<file path="src/hdl/imu_fp_pkg.sv">
// constants for the imu frame parser: header and type bytes, result kinds,
// register indexes and register reset values
// no dependencies
package imu_fp_pkg;

    localparam int FRAME_LEN_DEF = 11;
    // bytes 0..7 hold the header, the type and the three samples
    localparam int FRAME_TAPS    = 8;

    localparam logic [7:0] HEADER_BYTE = 8'h55;
    localparam logic [7:0] TYPE_ACCEL  = 8'h51;
    localparam logic [7:0] TYPE_GYRO   = 8'h52;
    localparam logic [7:0] TYPE_ANGLE  = 8'h53;

    localparam logic [1:0] KIND_ACCEL = 2'd0;
    localparam logic [1:0] KIND_GYRO  = 2'd1;
    localparam logic [1:0] KIND_ANGLE = 2'd2;

    localparam logic [1:0] CFG_ACCEL_FS = 2'd0;
    localparam logic [1:0] CFG_GYRO_FS  = 2'd1;
    localparam logic [1:0] CFG_ANGLE_FS = 2'd2;

    localparam logic [23:0] ACCEL_FS_RESET = 24'd10276045;
    localparam logic [23:0] GYRO_FS_RESET  = 24'd2287634;
    localparam logic [23:0] ANGLE_FS_RESET = 24'd11796480;

    typedef logic [7:0] t_byte;

endpackage

</file>
<file path="src/hdl/imu_frame_parser_unit.sv">
// imu frame parser top level: byte input register, frame collection with
// running checksum, sample scaling and result register
// depends on imu_fp_pkg
//
// usage:
//   input channel: one received byte per word on i_rx_byte, taken when
//   i_in_valid is high and o_in_stall is low. bytes are dropped until the
//   header arrives, then FRAME_LEN bytes form one frame.
//   output channel: one word per good frame of a known type, offered with
//   o_out_valid and held while i_out_stall is high.
//   config channel: i_cfg_index / i_cfg_data written when i_cfg_valid and
//   o_cfg_ready are high; ready is always high, unknown indexes are ignored.
// throughput: one byte per cycle unless a held result stalls the input; the
//   checksum compare and 16x24 scaling multiply on the last byte take one pass.
// result path: the last byte of a frame is taken into the input register,
//   and the result register loads when that byte is processed from there
//   (input register, then result register).
// stalls: while the receiver stalls, a held result blocks only the byte
//   that sits in the input register; the input stalls in turn.
// reset: synchronous active low, clears the byte count, the running sum,
//   both valid flags and loads the default full scales.
module imu_frame_parser_unit #(
    parameter int FRAME_LEN = imu_fp_pkg::FRAME_LEN_DEF
) (
    input  logic               i_clk,
    input  logic               i_rst_n,
    // byte input
    input  logic               i_in_valid,
    output logic               o_in_stall,
    input  logic [7:0]         i_rx_byte,
    // result output
    output logic               o_out_valid,
    input  logic               i_out_stall,
    output logic [1:0]         o_frame_kind,
    output logic signed [15:0] o_raw_x,
    output logic signed [15:0] o_raw_y,
    output logic signed [15:0] o_raw_z,
    output logic signed [24:0] o_scaled_x,
    output logic signed [24:0] o_scaled_y,
    output logic signed [24:0] o_scaled_z,
    // register writes
    input  logic               i_cfg_valid,
    output logic               o_cfg_ready,
    input  logic [1:0]         i_cfg_index,
    input  logic [23:0]        i_cfg_data
);

    localparam int CW = $clog2(FRAME_LEN);
    localparam logic [CW-1:0] LAST_CNT = CW'(FRAME_LEN - 1);
    localparam int TAPS = imu_fp_pkg::FRAME_TAPS;

    // configuration
    logic [23:0] r_accel_fs, r_gyro_fs, r_angle_fs;

    // input register
    logic               r_in_valid;
    imu_fp_pkg::t_byte  r_in_byte;

    // frame collection
    logic [CW-1:0]      r_count, n_count;
    logic [7:0]         r_sum, n_sum;
    imu_fp_pkg::t_byte  r_store [TAPS];

    // result register
    logic               r_out_valid;
    logic [1:0]         r_out_kind;
    logic signed [15:0] r_raw [3];
    logic signed [24:0] r_scaled [3];

    logic               out_free, proc, take, last, hit;
    logic               store_we;
    logic [1:0]         kind;
    logic [23:0]        fs;
    imu_fp_pkg::t_byte  cur [TAPS];
    logic signed [15:0] raw [3];
    logic signed [40:0] prod [3];

    assign o_cfg_ready = 1'b1;

    always_ff @(posedge i_clk) begin
        if (!i_rst_n) begin
            r_accel_fs <= imu_fp_pkg::ACCEL_FS_RESET;
            r_gyro_fs  <= imu_fp_pkg::GYRO_FS_RESET;
            r_angle_fs <= imu_fp_pkg::ANGLE_FS_RESET;
        end else if (i_cfg_valid) begin
            unique case (i_cfg_index)
                imu_fp_pkg::CFG_ACCEL_FS: r_accel_fs <= i_cfg_data;
                imu_fp_pkg::CFG_GYRO_FS:  r_gyro_fs  <= i_cfg_data;
                imu_fp_pkg::CFG_ANGLE_FS: r_angle_fs <= i_cfg_data;
                default: ;
            endcase
        end
    end

    // the byte in the input register moves on unless a held result is stuck
    assign out_free   = !r_out_valid || !i_out_stall;
    assign proc       = r_in_valid && out_free;
    assign o_in_stall = r_in_valid && !out_free;

    always_ff @(posedge i_clk) begin
        if (!i_rst_n) begin
            r_in_valid <= 1'b0;
        end else if (!o_in_stall) begin
            r_in_valid <= i_in_valid;
        end
    end

    always_ff @(posedge i_clk) begin
        if (!o_in_stall && i_in_valid) begin
            r_in_byte <= i_rx_byte;
        end
    end

    always_comb begin
        take = (r_count != '0) || (r_in_byte == imu_fp_pkg::HEADER_BYTE);
        last = take && (r_count == LAST_CNT);
        n_count = r_count;
        n_sum   = r_sum;
        if (take) begin
            if (last) begin
                n_count = '0;
                n_sum   = '0;
            end else begin
                n_count = r_count + CW'(1);
                n_sum   = r_sum + r_in_byte;
            end
        end
        store_we = take && (int'(r_count) < TAPS);

        // the last byte of a short frame can still be a sample byte
        for (int j = 0; j < TAPS; j++) begin
            cur[j] = (j == FRAME_LEN - 1) ? r_in_byte : r_store[j];
        end

        kind = imu_fp_pkg::KIND_ACCEL;
        fs   = r_accel_fs;
        hit  = 1'b1;
        unique case (cur[1])
            imu_fp_pkg::TYPE_ACCEL: begin
                kind = imu_fp_pkg::KIND_ACCEL;
                fs   = r_accel_fs;
            end
            imu_fp_pkg::TYPE_GYRO: begin
                kind = imu_fp_pkg::KIND_GYRO;
                fs   = r_gyro_fs;
            end
            imu_fp_pkg::TYPE_ANGLE: begin
                kind = imu_fp_pkg::KIND_ANGLE;
                fs   = r_angle_fs;
            end
            default: begin
                hit = 1'b0;
            end
        endcase
        // checksum covers every byte before the last one
        hit = hit && last && (r_sum == r_in_byte);

        for (int k = 0; k < 3; k++) begin
            raw[k]  = $signed({cur[2*k+3], cur[2*k+2]});
            prod[k] = 41'(raw[k]) * $signed({17'd0, fs});
        end
    end

    always_ff @(posedge i_clk) begin
        if (!i_rst_n) begin
            r_count <= '0;
            r_sum   <= '0;
        end else if (proc) begin
            r_count <= n_count;
            r_sum   <= n_sum;
        end
    end

    always_ff @(posedge i_clk) begin
        if (proc && store_we) begin
            r_store[r_count[2:0]] <= r_in_byte;
        end
    end

    always_ff @(posedge i_clk) begin
        if (!i_rst_n) begin
            r_out_valid <= 1'b0;
        end else if (proc && hit) begin
            r_out_valid <= 1'b1;
        end else if (!i_out_stall) begin
            r_out_valid <= 1'b0;
        end
    end

    always_ff @(posedge i_clk) begin
        if (proc && hit) begin
            r_out_kind <= kind;
            for (int k = 0; k < 3; k++) begin
                r_raw[k]    <= raw[k];
                // arithmetic shift by 15, the result fits 25 bits
                r_scaled[k] <= prod[k][39:15];
            end
        end
    end

    assign o_out_valid  = r_out_valid;
    assign o_frame_kind = r_out_kind;
    assign o_raw_x      = r_raw[0];
    assign o_raw_y      = r_raw[1];
    assign o_raw_z      = r_raw[2];
    assign o_scaled_x   = r_scaled[0];
    assign o_scaled_y   = r_scaled[1];
    assign o_scaled_z   = r_scaled[2];

    a_count_range: assert property (@(posedge i_clk) disable iff (!i_rst_n)
        int'(r_count) < FRAME_LEN)
        else $error("byte count beyond frame length");

    a_result_source: assert property (@(posedge i_clk) disable iff (!i_rst_n)
        (r_out_valid && !$past(r_out_valid)) |-> $past(proc))
        else $error("result without a processed byte");

    a_kind_code: assert property (@(posedge i_clk) disable iff (!i_rst_n)
        r_out_valid |-> (r_out_kind <= imu_fp_pkg::KIND_ANGLE))
        else $error("result kind out of range");

    a_in_hold: assert property (@(posedge i_clk) disable iff (!i_rst_n)
        (r_in_valid && !proc) |=> (r_in_valid && $stable(r_in_byte)))
        else $error("held input byte lost");

endmodule

</file>
<file path="config.mk">
export PLATFORM = sky130hd
export DESIGN_NAME = imu_frame_parser_unit
export DESIGN_NICKNAME = d
export VERILOG_FILES = /design/src/hdl/imu_fp_pkg.sv /design/src/hdl/imu_frame_parser_unit.sv
export SDC_FILE = /design/constraint.sdc
export NUM_CORES = 2
export LEC_CHECK = 0
export BUFFER_PORTS_ARGS = -buffer_cell sky130_fd_sc_hd__clkbuf_2
export CORE_UTILIZATION = 25
export CTS_BUF_LIST = sky130_fd_sc_hd__clkbuf_4
export DETAILED_ROUTE_END_ITERATION = 8
export PLACE_DENSITY = 0.43
export SKIP_CTS_REPAIR_TIMING = 1
export SYNTH_ARGS = -nofsm -noshare
export SYNTH_HDL_FRONTEND = slang
export SYNTH_SLANG_ARGS = --single-unit
</file>
<file path="constraint.sdc">
create_clock -name i_clk -period 11.1 [get_ports i_clk]
set_input_delay 1.665 -clock i_clk [delete_from_list [all_inputs] [get_ports i_clk]]
set_output_delay 1.665 -clock i_clk [all_outputs]
set_load 0.01 [all_outputs]
</file>
==> qor.txt <==
Status -> complete, no violations
Chip Height -> 433 µm
Fmax -> 106 MHz
Fin. Hold Viols -> 0
Rel. slew slack -> 0.184
First-pass GRT wire length -> 216 mm
Clock Sinks -> 275
CP Class -> register to register
Most used routing layer -> met2
Commonest non-fill, non-tap cell in the layout -> inv_1
Gr usage total -> 0.152
Tcrit/Tclk final -> 0.847
Root buf cell -> clkbuf_4
Via count -> 33210
VDD IR-drop max -> 0.146 mV
Type of the worst min-delay path -> register to register
CTS tree -> yes
Crit. End Element -> register
Fin nets -> 6475
Core area -> 0.184 mm²
Max cap viols -> 0
Drt pass-1 iters -> 5
Synth Area in Simple Gates -> 0.159
Pwr Density -> 166 mW/mm²
Number of library cell types mapped by synthesis -> 76
Main synth FF type -> edfxtp_1
FFs w/ async S/R, synth -> 0
GR Util met3 -> 0.0231
Pin count of the biggest net entering global routing -> 60
Mean number of vias per cell -> 4.34
Number of H-tree levels -> 3
I/O pins -> 167
Critical R2R Capture -> r_scaled[0][42]
Post-synthesis sequential area ratio -> 0.159
Post-Synth XOR/XNOR Area -> 0.0162
Syn avg cell area -> 9.29 µm²
R2R cell count -> 26
Register bit total from synthesis -> 275
Post-Syn Instances -> 5009
Initial core utilization -> 0.253
Post-route ant nets -> 0
Residual DRC count -> 0
Crit path buffers/inverters -> 6
Width of the die -> 433 µm
Crit-path max cell delay -> 800 ps
Synth Area in Compound Gates -> 0.0441
Worst Skew -> 118 ps
Worst setup path endpoint -> r_scaled[0][42]
Worst slew pin tran -> 1220 ps
Die area -> 0.188 mm²
WL per Instance -> 18.0 µm
CTS Buffer Depth -> 3
WL final -> 138 mm
CP max FO -> 27
Hpwl dp -> 107 mm
Final Power -> 8.59 mW
Post-Synth Adder-Cell Area -> 0.502
Clock transition at the registers of the reported paths -> 70 ps
Area Growth Syn to Fin -> 11.2%
Mapped Nets -> 6364
Most frequent CP cell -> fa_1
Met1 GRT Util -> 0.201
Number of flops mapped to enable cells by yosys -> 189
Post-Syn Area -> 0.0465 mm²
Met2 Track Usage GR -> 0.259
RSZ-0062 raised after global routing -> no
Lkg Pwr -> 25.1 nW
Minimum clock period -> 9400 ps
Initial DRC Count -> 1682
Post-synthesis mux area share -> 0.00516
Top delay family on crit path -> adder cells
Worst-Skew Late Latency -> 1090 ps
Port Buffer Count -> 165
Slowest CP cell -> o21ai_4
Fin area -> 0.0517 mm²
Setup slack, reg-to-reg -> 1700 ps
Worst EP required -> 11830 ps
YS warnings -> 0
Max-slew violations -> 0
Critical Path Source -> r_store[1][5]
RR Startpoint -> r_store[1][5]
Vias in the first global route -> 36402
Num CTS Buffers -> 90
Gr ovfl total -> 0
Startpoint Class -> register
Commonest non-fill, non-tap cells in the layout -> inv_1, fa_1, nand2_1
Sum Neg Setup Slack -> 0 ps
RD Place Congestion -> 0.837
Largest family of logic cells by synthesized area -> adder cells
Share of cells above drive strength 1 -> 0.0862
Final setup vio count -> 0
Antenna violations before repair -> 10
Placed Area -> 0.0506 mm²
CP arrival -> 10130 ps
Site Rows -> 157
Levels on crit path -> 26
==> kinds of logic (layout without fill, tap and decap cells) <==
group,after synthesis,after routing
compound gates,315,315
xor+xnor,86,86
fa+ha+maj,1316,1316
buf+inv,1418,1596
flops,275,275
mux,24,24
other cells,1,9
simple gates,1574,1574
==> where the power goes <==
part / total [mW] / internal (mW) / switching, mW
Sequential: 1.43 / 1.41 / 0.0227
Clock: 1.06 / 0.501 / 0.562
Combinational: 6.09 / 2.44 / 3.65
Total: 8.59 / 4.35 / 4.24
==> layer usage <==
layer  wire (µm)  part of all wire
met2       67200              0.49
met1       60900              0.44
met3        6470             0.047
met4        3140             0.023
met5          27           0.00020
==> cell type report <==
class / instances / area, µm²
antenna: 8 / 20.0
clock buffer: 117 / 878
clock inverter: 42 / 213
fill: 19940 / 132000
inverter: 1174 / 4410
multi-input combinational: 3316 / 34100
sequential: 275 / 7400
tap: 2464 / 3080
timing repair buffer: 263 / 1620
==> cells in the mapped netlist, drive strengths merged, types with 3 or more instances <==
cell,instances,share of area
a2111oi,4,0.00089
a211o,3,0.00056
a211oi,11,0.0020
a21boi,4,0.00081
a21o,45,0.0073
a21oi,117,0.013
a22oi,5,0.00081
a31o,4,0.00075
a31oi,8,0.0011
and2,471,0.063
and3,10,0.0013
and4,5,0.00094
buf,4,0.00043
clkbuf,240,0.019
dfxtp,86,0.037
edfxtp,189,0.12
fa,916,0.39
ha,400,0.11
inv,1173,0.095
mux2i,24,0.0052
nand2,847,0.068
nand2b,5,0.00067
nand3,47,0.0051
nand3b,3,0.00048
nand4,12,0.0016
nor2,116,0.0094
nor2b,13,0.0017
nor3,20,0.0022
nor4,4,0.00054
nor4bb,3,0.00065
o2111ai,3,0.00070
o211a,3,0.00081
o211ai,3,0.00059
o21a,18,0.0029
o21ai,57,0.0063
o21bai,15,0.0024
or3,4,0.00054
or4,3,0.00048
xnor2,57,0.011
xor2,29,0.0055
==> worst min path at each step <==
stage,startpoint,to,cells after the start
5_1_grt,r_store[6][6],r_raw[0][38],0
3_5_place_dp,r_angle_fs[10],r_angle_fs[10],2
3_3_place_gp,r_gyro_fs[2],r_gyro_fs[2],2
2_1_floorplan,r_store[7][7],r_raw[0][47],0
6_report,r_store[6][6],r_raw[0][38],0
4_1_cts,r_store[6][6],r_raw[0][38],0
==> through the flow <==
stage / cells / setup slack [ps] / hold slack (ps) / utilization
final: 7659 / 1700 / 450 / 0.281
after global routing: 7654 / 1240 / 459 / 0.281
after CTS: 7651 / 1710 / 434 / 0.281
after detailed placement: 7492 / 1780 / 446 / 0.275
after global placement: 7492 / 1940 / 441 / 0.275
after floorplan: 5009 / 3540 / 424 / -
==> flip-flops by register name (all words and copies together), names as in the netlist <==
| name | count |
|---|---|
| r_accel_fs | 24 |
| r_scaled | 75 |
| r_raw | 48 |
| r_store | 56 |
| r_sum | 8 |
| r_angle_fs | 24 |
| r_in_byte | 8 |
| r_count | 4 |
| o_frame_kind | 2 |
| o_out_valid | 1 |
| r_in_valid | 1 |
| r_gyro_fs | 24 |
Power figures use the tool's default switching activity.
